[config.mk]
export PLATFORM = sky130hd
export DESIGN_NAME = cell_shape_q_tensor_flat
export DESIGN_NICKNAME = d
export VERILOG_FILES = /design/src/rtl/cst_pkg.sv /design/src/rtl/cst_if.sv /design/src/rtl/cst_iter_unit.sv /design/src/rtl/cell_shape_q_tensor.sv /design/src/flat_wrapper.sv
export SDC_FILE = /design/constraint.sdc
export NUM_CORES = 2
export LEC_CHECK = 0
export ABC_AREA = 1
export BUFFER_PORTS_ARGS = -buffer_cell sky130_fd_sc_hd__clkbuf_2
export CAP_MARGIN = 25
export CORE_ASPECT_RATIO = 0.5
export CORE_MARGIN = 2
export CORE_UTILIZATION = 30
export CTS_CLUSTER_DIAMETER = 120
export DETAILED_ROUTE_END_ITERATION = 12
export HOLD_SLACK_MARGIN = 0.02
export SLEW_MARGIN = 15
export SYNTH_ARGS = -nofsm -noshare
export SYNTH_HDL_FRONTEND = slang
export SYNTH_HIERARCHICAL = 1
export SYNTH_SLANG_ARGS = --single-unit
[constraint.sdc]
create_clock -name i_clk -period 30.5 [get_ports i_clk]
set_input_delay 3.05 -clock i_clk [delete_from_list [all_inputs] [get_ports i_clk]]
set_output_delay 3.05 -clock i_clk [all_outputs]
set_load 0.01 [all_outputs]
[src/rtl/cst_pkg.sv]
// ----------------------------------------------------------------------------
// Cell shape tensor package
// Widths, sequencer states, the shared unit's control struct and small
// arithmetic helpers used by the shape tensor block.
// ----------------------------------------------------------------------------
`default_nettype none

package cst_pkg;

    localparam int COORD_W = 32;              // Q16.16 vertex coordinate
    localparam int DIFF_W  = COORD_W + 1;     // edge component, signed
    localparam int MAG_W   = COORD_W;         // edge component magnitude
    localparam int PROD_W  = 2 * MAG_W;       // squared component
    localparam int RAD_W   = PROD_W + 2;      // sum of squares, shift register
    localparam int DIVR_W  = 34;              // edge length or perimeter
    localparam int REM_W   = 36;              // partial remainder
    localparam int QUOT_W  = 64;              // quotient or root
    localparam int ACC_W   = 48;              // signed accumulators
    localparam int EQ_W    = 36;              // signed per-edge quotient
    localparam int RAT_W   = 34;              // Q4.30 ratio magnitude
    localparam int FIN_W   = 36;              // signed ratio before clamping
    localparam int THR_W   = 16;
    localparam int PER_W   = 32;
    localparam int RES_W   = 32;
    localparam int CNT_W   = 7;

    localparam logic [CNT_W-1:0] SQRT_STEPS  = 7'd33;
    localparam logic [CNT_W-1:0] EDIV_STEPS  = 7'd64;
    localparam logic [CNT_W-1:0] RATIO_STEPS = 7'd33;

    localparam logic [RAT_W-1:0] RATIO_SAT = {1'b1, {(RAT_W-1){1'b0}}};
    localparam logic signed [FIN_W-1:0] HALF_Q30 = 36'sh0_2000_0000;
    localparam logic signed [FIN_W-1:0] RES_MAX  = 36'sh0_7FFF_FFFF;
    localparam logic signed [FIN_W-1:0] RES_MIN  = -36'sh0_8000_0000;

    typedef enum logic [3:0] {
        S_IDLE,
        S_DIFF,
        S_MXX,
        S_MYY,
        S_MXY,
        S_SQW,
        S_DXXW,
        S_DXYW,
        S_NEXT,
        S_RAT,
        S_RATW,
        S_FIN,
        S_OUT
    } t_state;

    typedef struct packed {
        logic             start;
        logic             sqrt_mode;
        logic [CNT_W-1:0] steps;
    } t_iter_ctl;

    // Saturating add of a per-edge quotient to an accumulator.
    function automatic logic signed [ACC_W-1:0] sat_add(
        input logic signed [ACC_W-1:0] s,
        input logic signed [EQ_W-1:0]  q
    );
        logic signed [ACC_W:0] t;
        t = {s[ACC_W-1], s} + {{(ACC_W+1-EQ_W){q[EQ_W-1]}}, q};
        if (t[ACC_W] != t[ACC_W-1]) begin
            sat_add = t[ACC_W] ? {1'b1, {(ACC_W-1){1'b0}}} : {1'b0, {(ACC_W-1){1'b1}}};
        end else begin
            sat_add = t[ACC_W-1:0];
        end
    endfunction

    // Applies the sign, removes one half for the diagonal term and clamps.
    function automatic logic [RES_W-1:0] finish(
        input logic             neg,
        input logic [RAT_W-1:0] r,
        input logic             half
    );
        logic signed [FIN_W-1:0] v;
        v = $signed({2'b00, r});
        if (neg) begin
            v = -v;
        end
        if (half) begin
            v = v - HALF_Q30;
        end
        if (v > RES_MAX) begin
            finish = RES_MAX[RES_W-1:0];
        end else if (v < RES_MIN) begin
            finish = RES_MIN[RES_W-1:0];
        end else begin
            finish = v[RES_W-1:0];
        end
    endfunction

endpackage

`default_nettype wire

[src/rtl/cst_if.sv]
// ----------------------------------------------------------------------------
// Cell shape tensor channels
// Valid/ready channels for vertices, results and the threshold register.
// ----------------------------------------------------------------------------
`default_nettype none

interface cst_vtx_if;
    logic                valid;
    logic                ready;
    logic signed [31:0]  vertex_x;
    logic signed [31:0]  vertex_y;
    logic [31:0]         cell_perimeter;
    logic                last_vertex;

    modport source (output valid, vertex_x, vertex_y, cell_perimeter, last_vertex,
                    input ready);
    modport sink   (input valid, vertex_x, vertex_y, cell_perimeter, last_vertex,
                    output ready);
endinterface

interface cst_res_if;
    logic                valid;
    logic                ready;
    logic signed [31:0]  q_xx;
    logic signed [31:0]  q_xy;

    modport source (output valid, q_xx, q_xy, input ready);
    modport sink   (input valid, q_xx, q_xy, output ready);
endinterface

interface cst_cfg_if;
    logic        valid;
    logic        ready;
    logic [15:0] length_threshold;

    modport source (output valid, length_threshold, input ready);
    modport sink   (input valid, length_threshold, output ready);
endinterface

`default_nettype wire

[src/rtl/cst_iter_unit.sv]
// ----------------------------------------------------------------------------
// Shared shift-subtract unit
// Restoring division (one quotient bit a cycle) or integer square root
// (one root bit a cycle) through a single compare-and-subtract.
// ----------------------------------------------------------------------------
`default_nettype none

module cst_iter_unit (
    input  wire                          i_clk,
    input  wire                          i_rst_n,
    input  cst_pkg::t_iter_ctl           i_ctl,
    input  wire [cst_pkg::RAD_W-1:0]     i_num,
    input  wire [cst_pkg::REM_W-1:0]     i_rem,
    input  wire [cst_pkg::DIVR_W-1:0]    i_divisor,
    output logic                         o_done,
    output logic [cst_pkg::QUOT_W-1:0]   o_quot
);
    import cst_pkg::*;

    logic [RAD_W-1:0]  r_num;
    logic [REM_W-1:0]  r_rem;
    logic [QUOT_W-1:0] r_q;
    logic [DIVR_W-1:0] r_div;
    logic [CNT_W-1:0]  r_cnt;
    logic              r_busy;
    logic              r_mode;
    logic              r_done;

    logic [REM_W-1:0]  shifted;
    logic [REM_W-1:0]  operand;
    logic [REM_W:0]    diff;
    logic              ge;

    always_comb begin
        if (r_mode) begin
            shifted = {r_rem[REM_W-3:0], r_num[RAD_W-1:RAD_W-2]};
            operand = {r_q[REM_W-3:0], 2'b01};
        end else begin
            shifted = {r_rem[REM_W-2:0], r_num[RAD_W-1]};
            operand = {{(REM_W-DIVR_W){1'b0}}, r_div};
        end
        diff = {1'b0, shifted} - {1'b0, operand};
        ge   = ~diff[REM_W];
    end

    always_ff @(posedge i_clk) begin
        if (!i_rst_n) begin
            r_busy <= 1'b0;
            r_done <= 1'b0;
            r_cnt  <= '0;
        end else begin
            r_done <= 1'b0;
            if (i_ctl.start) begin
                r_busy <= 1'b1;
                r_cnt  <= i_ctl.steps;
            end else if (r_busy) begin
                r_cnt <= r_cnt - 1'b1;
                if (r_cnt == 7'd1) begin
                    r_busy <= 1'b0;
                    r_done <= 1'b1;
                end
            end
        end
    end

    always_ff @(posedge i_clk) begin
        if (i_ctl.start) begin
            r_num  <= i_num;
            r_rem  <= i_rem;
            r_div  <= i_divisor;
            r_mode <= i_ctl.sqrt_mode;
            r_q    <= '0;
        end else if (r_busy) begin
            r_num <= r_mode ? {r_num[RAD_W-3:0], 2'b00} : {r_num[RAD_W-2:0], 1'b0};
            r_rem <= ge ? diff[REM_W-1:0] : shifted;
            r_q   <= {r_q[QUOT_W-2:0], ge};
        end
    end

    assign o_done = r_done;
    assign o_quot = r_q;

endmodule

`default_nettype wire

[src/rtl/cell_shape_q_tensor.sv]
// ----------------------------------------------------------------------------
// Cell shape tensor
// Traceless shape tensor of a polygonal cell from its ordered vertices.
// ----------------------------------------------------------------------------
// Vertices arrive on i_vtx, one request per vertex, in Q16.16. The request
// with last_vertex set closes the cell and carries its perimeter; one result
// (q_xx, q_xy in Q2.30) then leaves on o_res. Other vertices give no result.
// i_cfg writes the length threshold at any time the block is idle; it is
// always ready. Each edge takes a square root and, if its length exceeds
// the threshold, two divisions, all on the one shift-subtract unit. A last
// vertex adds its closing edge and, if the perimeter exceeds the threshold,
// up to two ratio divisions. i_vtx is ready only while the sequencer waits
// for a vertex. The result sits in an output register; the sequencer stalls
// before writing a new result until the old one has been taken.
// Reset sets the threshold to one and drops any cell in progress.
// ----------------------------------------------------------------------------
`default_nettype none

module cell_shape_q_tensor (
    input  wire        i_clk,
    input  wire        i_rst_n,
    cst_vtx_if.sink    i_vtx,
    cst_cfg_if.sink    i_cfg,
    cst_res_if.source  o_res
);
    import cst_pkg::*;

    t_state r_state, n_state;

    logic [THR_W-1:0]          r_thr;
    logic signed [COORD_W-1:0] r_first_x, n_first_x, r_first_y, n_first_y;
    logic signed [COORD_W-1:0] r_prev_x, n_prev_x, r_prev_y, n_prev_y;
    logic signed [COORD_W-1:0] r_ax, n_ax, r_ay, n_ay, r_bx, n_bx, r_by, n_by;
    logic                      r_have, n_have;
    logic signed [ACC_W-1:0]   r_sum_xx, n_sum_xx, r_sum_xy, n_sum_xy;
    logic [PER_W-1:0]          r_per, n_per;
    logic                      r_last, n_last, r_closing, n_closing;
    logic [MAG_W-1:0]          r_ux, n_ux, r_uy, n_uy;
    logic                      r_neg, n_neg, r_rneg, n_rneg;
    logic [PROD_W-1:0]         r_sx, n_sx, r_sy, n_sy, r_pxy, n_pxy;
    logic [DIVR_W-1:0]         r_len, n_len;
    logic                      r_comp, n_comp;
    logic [RAT_W-1:0]          r_ratio, n_ratio;
    logic [RES_W-1:0]          r_res_xx, n_res_xx, r_res_xy, n_res_xy;
    logic                      r_out_valid, n_out_valid;
    logic [RES_W-1:0]          r_q_xx, n_q_xx, r_q_xy, n_q_xy;

    t_iter_ctl          u_ctl;
    logic [RAD_W-1:0]   u_num;
    logic [REM_W-1:0]   u_rem;
    logic [DIVR_W-1:0]  u_div;
    logic               u_done;
    logic [QUOT_W-1:0]  u_quot;

    logic [MAG_W-1:0]        mul_a, mul_b;
    logic [PROD_W-1:0]       prod;
    logic signed [DIFF_W-1:0] dx, dy;
    logic [PROD_W:0]         rad;
    logic signed [ACC_W-1:0] sel_sum;
    logic [ACC_W-1:0]        mag;
    logic signed [EQ_W-1:0]  eq;

    cst_iter_unit u_iter (
        .i_clk     (i_clk),
        .i_rst_n   (i_rst_n),
        .i_ctl     (u_ctl),
        .i_num     (u_num),
        .i_rem     (u_rem),
        .i_divisor (u_div),
        .o_done    (u_done),
        .o_quot    (u_quot)
    );

    // One multiplier serves all three products of an edge.
    assign mul_a = (r_state == S_MYY) ? r_uy : r_ux;
    assign mul_b = (r_state == S_MXX) ? r_ux : r_uy;
    assign prod  = mul_a * mul_b;

    assign i_cfg.ready  = 1'b1;
    assign i_vtx.ready  = (r_state == S_IDLE);
    assign o_res.valid  = r_out_valid;
    assign o_res.q_xx   = r_q_xx;
    assign o_res.q_xy   = r_q_xy;

    always_comb begin
        n_state   = r_state;
        n_first_x = r_first_x;  n_first_y = r_first_y;
        n_prev_x  = r_prev_x;   n_prev_y  = r_prev_y;
        n_ax = r_ax; n_ay = r_ay; n_bx = r_bx; n_by = r_by;
        n_have    = r_have;
        n_sum_xx  = r_sum_xx;   n_sum_xy  = r_sum_xy;
        n_per     = r_per;      n_last    = r_last;
        n_closing = r_closing;
        n_ux = r_ux; n_uy = r_uy; n_neg = r_neg; n_rneg = r_rneg;
        n_sx = r_sx; n_sy = r_sy; n_pxy = r_pxy;
        n_len     = r_len;      n_comp    = r_comp;
        n_ratio   = r_ratio;
        n_res_xx  = r_res_xx;   n_res_xy  = r_res_xy;
        n_out_valid = r_out_valid & ~o_res.ready;
        n_q_xx    = r_q_xx;     n_q_xy    = r_q_xy;
        u_ctl = '0;
        u_num = '0;
        u_rem = '0;
        u_div = '0;

        dx  = $signed({r_bx[COORD_W-1], r_bx}) - $signed({r_ax[COORD_W-1], r_ax});
        dy  = $signed({r_by[COORD_W-1], r_by}) - $signed({r_ay[COORD_W-1], r_ay});
        rad = {1'b0, r_sx} + {1'b0, r_sy};
        sel_sum = r_comp ? r_sum_xy : r_sum_xx;
        mag = sel_sum[ACC_W-1] ? ACC_W'(-sel_sum) : ACC_W'(sel_sum);
        eq  = $signed({1'b0, u_quot[EQ_W-2:0]});

        unique case (r_state)
            S_IDLE: begin
                if (i_vtx.valid) begin
                    n_per     = i_vtx.cell_perimeter;
                    n_last    = i_vtx.last_vertex;
                    n_prev_x  = i_vtx.vertex_x;
                    n_prev_y  = i_vtx.vertex_y;
                    n_bx      = i_vtx.vertex_x;
                    n_by      = i_vtx.vertex_y;
                    n_closing = 1'b0;
                    if (r_have) begin
                        n_ax    = r_prev_x;
                        n_ay    = r_prev_y;
                        n_state = S_DIFF;
                    end else begin
                        n_first_x = i_vtx.vertex_x;
                        n_first_y = i_vtx.vertex_y;
                        n_sum_xx  = '0;
                        n_sum_xy  = '0;
                        n_have    = 1'b1;
                        // A cell of one vertex still runs its zero-length closing edge.
                        if (i_vtx.last_vertex) begin
                            n_ax      = i_vtx.vertex_x;
                            n_ay      = i_vtx.vertex_y;
                            n_closing = 1'b1;
                            n_state   = S_DIFF;
                        end
                    end
                end
            end
            S_DIFF: begin
                n_ux    = dx[DIFF_W-1] ? MAG_W'(-dx) : dx[MAG_W-1:0];
                n_uy    = dy[DIFF_W-1] ? MAG_W'(-dy) : dy[MAG_W-1:0];
                n_neg   = dx[DIFF_W-1] ^ dy[DIFF_W-1];
                n_state = S_MXX;
            end
            S_MXX: begin
                n_sx    = prod;
                n_state = S_MYY;
            end
            S_MYY: begin
                n_sy    = prod;
                n_state = S_MXY;
            end
            S_MXY: begin
                n_pxy           = prod;
                u_ctl.start     = 1'b1;
                u_ctl.sqrt_mode = 1'b1;
                u_ctl.steps     = SQRT_STEPS;
                u_num           = {1'b0, rad};
                n_state         = S_SQW;
            end
            S_SQW: begin
                if (u_done) begin
                    if (u_quot[DIVR_W-1:0] <= {{(DIVR_W-THR_W){1'b0}}, r_thr}) begin
                        n_state = S_NEXT;
                    end else begin
                        n_len       = u_quot[DIVR_W-1:0];
                        u_ctl.start = 1'b1;
                        u_ctl.steps = EDIV_STEPS;
                        u_num       = {r_sx, 2'b00};
                        u_div       = u_quot[DIVR_W-1:0];
                        n_state     = S_DXXW;
                    end
                end
            end
            S_DXXW: begin
                if (u_done) begin
                    n_sum_xx    = sat_add(r_sum_xx, eq);
                    u_ctl.start = 1'b1;
                    u_ctl.steps = EDIV_STEPS;
                    u_num       = {r_pxy, 2'b00};
                    u_div       = r_len;
                    n_state     = S_DXYW;
                end
            end
            S_DXYW: begin
                if (u_done) begin
                    n_sum_xy = sat_add(r_sum_xy, r_neg ? -eq : eq);
                    n_state  = S_NEXT;
                end
            end
            S_NEXT: begin
                if (!r_closing) begin
                    if (r_last) begin
                        n_ax      = r_bx;
                        n_ay      = r_by;
                        n_bx      = r_first_x;
                        n_by      = r_first_y;
                        n_closing = 1'b1;
                        n_state   = S_DIFF;
                    end else begin
                        n_state = S_IDLE;
                    end
                end else if (r_per <= {{(PER_W-THR_W){1'b0}}, r_thr}) begin
                    n_res_xx = '0;
                    n_res_xy = '0;
                    n_state  = S_OUT;
                end else begin
                    n_comp  = 1'b0;
                    n_state = S_RAT;
                end
            end
            S_RAT: begin
                n_rneg = sel_sum[ACC_W-1];
                // Integer part of eight or more saturates without dividing.
                if (mag >= {{(ACC_W-PER_W-3){1'b0}}, r_per, 3'b000}) begin
                    n_ratio = RATIO_SAT;
                    n_state = S_FIN;
                end else begin
                    u_ctl.start = 1'b1;
                    u_ctl.steps = RATIO_STEPS;
                    u_rem       = mag[REM_W+2:3];
                    u_num       = {mag[2:0], {(RAD_W-3){1'b0}}};
                    u_div       = {{(DIVR_W-PER_W){1'b0}}, r_per};
                    n_state     = S_RATW;
                end
            end
            S_RATW: begin
                if (u_done) begin
                    n_ratio = {1'b0, u_quot[RAT_W-2:0]};
                    n_state = S_FIN;
                end
            end
            S_FIN: begin
                if (!r_comp) begin
                    n_res_xx = finish(r_rneg, r_ratio, 1'b1);
                    n_comp   = 1'b1;
                    n_state  = S_RAT;
                end else begin
                    n_res_xy = finish(r_rneg, r_ratio, 1'b0);
                    n_state  = S_OUT;
                end
            end
            S_OUT: begin
                if (!r_out_valid || o_res.ready) begin
                    n_out_valid = 1'b1;
                    n_q_xx      = r_res_xx;
                    n_q_xy      = r_res_xy;
                    n_have      = 1'b0;
                    n_sum_xx    = '0;
                    n_sum_xy    = '0;
                    n_state     = S_IDLE;
                end
            end
            default: begin
                n_state = S_IDLE;
            end
        endcase
    end

    always_ff @(posedge i_clk) begin
        if (!i_rst_n) begin
            r_state     <= S_IDLE;
            r_thr       <= 16'd1;
            r_have      <= 1'b0;
            r_out_valid <= 1'b0;
        end else begin
            r_state     <= n_state;
            r_have      <= n_have;
            r_out_valid <= n_out_valid;
            if (i_cfg.valid) begin
                r_thr <= i_cfg.length_threshold;
            end
        end
    end

    always_ff @(posedge i_clk) begin
        r_first_x <= n_first_x;  r_first_y <= n_first_y;
        r_prev_x  <= n_prev_x;   r_prev_y  <= n_prev_y;
        r_ax <= n_ax; r_ay <= n_ay; r_bx <= n_bx; r_by <= n_by;
        r_sum_xx  <= n_sum_xx;   r_sum_xy  <= n_sum_xy;
        r_per     <= n_per;      r_last    <= n_last;
        r_closing <= n_closing;
        r_ux <= n_ux; r_uy <= n_uy; r_neg <= n_neg; r_rneg <= n_rneg;
        r_sx <= n_sx; r_sy <= n_sy; r_pxy <= n_pxy;
        r_len     <= n_len;      r_comp    <= n_comp;
        r_ratio   <= n_ratio;
        r_res_xx  <= n_res_xx;   r_res_xy  <= n_res_xy;
        r_q_xx    <= n_q_xx;     r_q_xy    <= n_q_xy;
    end

endmodule

`default_nettype wire

[src/flat_wrapper.sv]
// flat-port wrapper written by rule: the top's interface ports become plain ports
module cell_shape_q_tensor_flat import cst_pkg::*;
  (i_clk, i_rst_n, i_vtx_valid, i_vtx_vertex_x, i_vtx_vertex_y, i_vtx_cell_perimeter, i_vtx_last_vertex, i_vtx_ready, i_cfg_valid, i_cfg_length_threshold, i_cfg_ready, o_res_valid, o_res_q_xx, o_res_q_xy, o_res_ready);
  cst_vtx_if i_vtx_i ();
  cst_cfg_if i_cfg_i ();
  cst_res_if o_res_i ();
  input  wire i_clk;
  input  wire i_rst_n;
  input wire logic [$bits(i_vtx_i.valid)-1:0] i_vtx_valid;
  input wire logic [$bits(i_vtx_i.vertex_x)-1:0] i_vtx_vertex_x;
  input wire logic [$bits(i_vtx_i.vertex_y)-1:0] i_vtx_vertex_y;
  input wire logic [$bits(i_vtx_i.cell_perimeter)-1:0] i_vtx_cell_perimeter;
  input wire logic [$bits(i_vtx_i.last_vertex)-1:0] i_vtx_last_vertex;
  output wire logic [$bits(i_vtx_i.ready)-1:0] i_vtx_ready;
  input wire logic [$bits(i_cfg_i.valid)-1:0] i_cfg_valid;
  input wire logic [$bits(i_cfg_i.length_threshold)-1:0] i_cfg_length_threshold;
  output wire logic [$bits(i_cfg_i.ready)-1:0] i_cfg_ready;
  output wire logic [$bits(o_res_i.valid)-1:0] o_res_valid;
  output wire logic [$bits(o_res_i.q_xx)-1:0] o_res_q_xx;
  output wire logic [$bits(o_res_i.q_xy)-1:0] o_res_q_xy;
  input wire logic [$bits(o_res_i.ready)-1:0] o_res_ready;
  assign i_vtx_i.valid = i_vtx_valid;
  assign i_vtx_i.vertex_x = i_vtx_vertex_x;
  assign i_vtx_i.vertex_y = i_vtx_vertex_y;
  assign i_vtx_i.cell_perimeter = i_vtx_cell_perimeter;
  assign i_vtx_i.last_vertex = i_vtx_last_vertex;
  assign i_vtx_ready = i_vtx_i.ready;
  assign i_cfg_i.valid = i_cfg_valid;
  assign i_cfg_i.length_threshold = i_cfg_length_threshold;
  assign i_cfg_ready = i_cfg_i.ready;
  assign o_res_valid = o_res_i.valid;
  assign o_res_q_xx = o_res_i.q_xx;
  assign o_res_q_xy = o_res_i.q_xy;
  assign o_res_i.ready = o_res_ready;
  cell_shape_q_tensor u_core (.i_clk(i_clk), .i_rst_n(i_rst_n), .i_vtx(i_vtx_i), .i_cfg(i_cfg_i), .o_res(o_res_i));
endmodule
# [After elaboration in Yosys (flattened, before gate mapping)]
# Cells that the tools add are included.
[classes] magnitude_cmp=7 n_reduce_logical=26 addsub=13 bitwise_logic=8 n_mux=124 n_eq_ne=31 mul=1
[ops] op="$mux 32" count=29
[ops] op="$mux 48" count=11
[ops] op="$mux 66" count=7
[ops] op="$pmux 32 s2" count=6
[ops] op="$mux 36" count=10
[ops] op="$pmux 48 s3" count=2
[ops] op="$pmux 66 s4" count=1
[ops] op="$mux 35" count=5
[ops] op="$mux 34" count=5
[ops] op="$pmux 34 s3" count=1
[ops] op="$add 48x36->49" count=2
[ops] op="$gt 36x32->1 const B" count=2
[ops] op="$lt 36x32->1 const B" count=2
[ops] op="$pmux 34 s2" count=1
[ops] op="$sub 32x32->33" count=2
[ops] op="$add 64x64->65" count=1
[ops] op="$mul 32x32->64" count=1
[ops] op="$neg 32->32" count=2
[ops] op="$pmux 4 s13" count=1
[ops] op="$ge 48x35->1" count=1
[ops] op="$neg 48->48" count=1
[ops] op="$mux 4" count=10
[ops] op="$sub 36x36->37" count=1
[ops] op="$neg 34->36" count=1
[ops] op="35 further kinds" count=105
[word_totals] register_bits=1043 elab_cells=249

# [Logic depth before layout (Yosys ltp)]
[logic_depth] depth_word=12 ltp_mapped=39

# [Hierarchy]
# Netlist, hierarchy kept.
[modules_own_cells] module="cell_shape_q_tensor" area_each_um2=86322.8 seq_area_each_um2=25694.6 cells_each=10427 n_inst=1
[modules_own_cells] module="cst_iter_unit" area_each_um2=12006.5 seq_area_each_um2=5545.3 cells_each=1582 n_inst=1

# [Worst setup path before layout]
# OpenSTA, ideal clock, no wires.
[synth_timing] path_type="input to register" start="input o_res_ready" end="register u_core.r_bx[0], enable pin" setup_slack_ns=18.762 setup_time_ns=0.507 cell_stages=6 path_buffers=0 t_arrival_ns=11.231 cell_sequence="inv_1 nand3_1 o211ai_1 nor2_1 inv_1 a21oi_1"
[synth_lines] element="start, declared" line="flat_wrapper.sv:21" text="input wire logic [$bits(o_res_i.ready)-1:0] o_res_ready;"
[synth_lines] element="end signal, assigned" line="cell_shape_q_tensor.sv:283" text="r_ax <= n_ax; r_ay <= n_ay; r_bx <= n_bx; r_by <= n_by;"
[synth_lines] element="end, declared" line="cell_shape_q_tensor.sv:33" text="logic signed [COORD_W-1:0] r_ax, n_ax, r_ay, n_ay, r_bx, n_bx, r_by, n_by;"

# [Worst setup path after layout]
[layout_timing] start="register u_core.r_state[0]" end="register u_core.r_pxy[59], data pin"
[layout_via] elab_chain_len=3 elab_cells_between_ends=5 cone_classes="mul (1); eq/ne (2); mux (2)"
[layout_lines] element="start, declared" line="cell_shape_q_tensor.sv:28" text="t_state r_state, n_state;"
[layout_lines] element="start signal, assigned" line="cell_shape_q_tensor.sv:271" text="r_state <= n_state;"
[layout_lines] element="$eq 4x2->1, on equally long branches" line="cell_shape_q_tensor.sv:75, cell_shape_q_tensor.sv:76"
[layout_lines] element="$mux 32, on equally long branches" line="cell_shape_q_tensor.sv:75, cell_shape_q_tensor.sv:76"
[layout_lines] element="$mul 32x32->64 (*)" line="cell_shape_q_tensor.sv:77" text="assign prod = mul_a * mul_b;"
[layout_lines] element="named net u_core.prod[59]" line="cell_shape_q_tensor.sv:56" text="logic [PROD_W-1:0] prod;"
[layout_lines] element="end signal, assigned" line="cell_shape_q_tensor.sv:288" text="r_sx <= n_sx; r_sy <= n_sy; r_pxy <= n_pxy;"
[layout_lines] element="end, declared" line="cell_shape_q_tensor.sv:40" text="logic [PROD_W-1:0] r_sx, n_sx, r_sy, n_sy, r_pxy, n_pxy;"
# The timed path passes the listed nets; every way through them passes the cells marked *.
# A chain may end at the register's enable or synchronous reset.

==> results.py <==
metrics = {
    "floorplan": {
        "ios": 185,
        "die_h_um": 407,
        "die_x_um": 810,
        "coreArea_um2": 322000,
        "initial_core_util_pct": 30.3,
        "num_rows": 147,
        "design.die.area_um2": 330000,
    },
    "clock_tree": {
        "clock_path_buffers": 3,
        "cts_max_level": 3,
        "root_buffer": "clkbuf_16",
        "cts_num_sinks": 1043,
        "postCtsResizedCells": 0,
        "insertion_delay_ps": 790,
        "hold_buffers": 0,
        "clk_pin_slew_ps": 60,
        "cts_made_buffers": 110,
        "postCtsSetupRepairBufs": 0,
        "cts_tree": "yes",
    },
    "synth": {
        "netlist_area_um2": 97500,
        "syn_area_per_cell_um2": 8.18,
        "synthCells": 11900,
        "yosysWarningCount": 6,
    },
    "setup_path": {
        "cp-start-kind": "flop",
        "crit_path_frequent_cell": "fa_1",
        "path_max_fanout": 64,
        "crit_family": "adder cells",
        "crit_buf_inv": 9,
        "cpPeakStageDelay_ps": 920,
        "endpoint_kind": "flop",
        "critPathArrivalTime_ps": 11370,
        "crit_slowest_cell": "nor4_1",
        "crit_type": "flop to flop",
        "required_ps": 30990,
    },
    "sta": {
        "timing.final.crit_share_pct": 35.7,
        "rsz0062_at_grt": "false",
        "max_freq_mhz": 91.9,
        "drv_slew": 0,
        "period_needed_ps": 10880,
        "setup_viol": 0,
        "setup_tns_ps": 0,
        "relSlewSlack_pct": 25.0,
        "skew_ps": 119,
        "tightest_slew_ps": 1120,
        "hold_viol_final": 0,
    },
    "drt": {
        "first_pass_iters": 6,
        "drtAntennaViolNets": 0,
        "wirelength_um": 346000,
        "vias_per_cell": 4.97,
        "via_count": 81700,
        "wire_per_inst_um": 21.1,
        "first_iter_violations": 7029,
        "drc": 0,
    },
    "grt": {
        "grt_overflow": 0,
        "antenna_found_initial": 9,
        "grt_pass1_vias": 82100,
        "grt.total_usage_pct": 20.7,
        "grt_max_degree": 147,
        "grt_pass1_wl_um": 519000,
    },
    "finish": {
        "nNetsFinal": 13600,
        "drive_gt1_share_pct": 5.30,
        "stdcell_count": 16400,
        "synthToLayoutAreaGrowth_pct": 10.5,
        "fin_area_um2": 108000,
    },
    "worst_hold_path": {
        "hold_class": "flop to flop",
    },
    "run": {
        "max_cap_violations": 0,
    },
    "placed_design": {
        "dp_hpwl_um": 270000,
        "numPortBuffers": 183,
        "dp_cells": 16200,
        "dpl_cell_area_um2": 104000,
        "gp_congestion": 0.972,
    },
    "run_status": {
        "outcome": "complete, no violations",
    },
}
[cells in the final DEF (no fill, tap or decap), types with 114 or more instances in the layout]
master    instances
nor2_1         1488
nand2_1        2700
xor2_1          257
inv_1          2089
ha_1            582
a31oi_1         179
fa_1            902
a21oi_1         620
xnor2_1         114
o21ai_0         440
buf_4           160
nand3_1         364
edfxtp_1        977
clkbuf_2        183
[per-layer routing]
| metal | track usage (%) | up-vias | part of all wire [%] |
|---|---|---|---|
| met5 | 0 | - | 0.012 |
| met3 | 3.39 | 690 | 7.2 |
| met4 | 8.92 | 6 | 5.1 |
| met2 | 34.0 | 3018 | 45 |
| li1 | - | 38100 | - |
| met1 | 27.0 | 39900 | 42 |
[final cells by class]
cell class                 count  area [µm²]
inverter                    2132        8020
clock inverter                75         910
sequential                  1043       30700
multi-input combinational   8371       57500
antenna                        8        20.0
clock buffer                 133        2890
fill                       33700      214000
tap                         4321        5410
timing repair buffer         351        2300
[sequential cells by signal (all words and copies together), names as in the netlist, 35 cells and up]
| register | cells |
|---|---|
| u_core/u_iter/r_num | 66 |
| u_core/r_pxy | 64 |
| u_core/r_sx | 64 |
| u_core/r_sy | 64 |
| u_core/r_sum_xx | 48 |
| u_core/r_sum_xy | 48 |
| u_core/u_iter/o_quot | 35 |
| u_core/u_iter/r_rem | 35 |
[stage by stage]
stage	worst slack (ps)	hold slack [ps]	util, %
floorplan	18760	400	-
global placement	19980	401	32.2
detailed placement	19790	405	32.2
CTS	19680	415	33.4
global route	19270	420	33.4
finish	19620	413	33.4
[path summary, 6_finish.rpt]
path / end / startpoint / depth (start not counted) / slack (ps)
setup / recovery: u_core/r_pxy[59] / u_core/r_state[0] / 31 / 19620
hold / removal: u_core/o_res.q_xx[30] / u_core/r_res_xx[30] / 0 / 410
setup reg to reg: u_core/r_pxy[59] / u_core/r_state[0] / 31 / 19620
hold reg to reg: u_core/o_res.q_xx[30] / u_core/r_res_xx[30] / 0 / 410
Power is not shown: default switching activity piles up to over one toggle a cycle in this logic, so the estimate is an artifact.
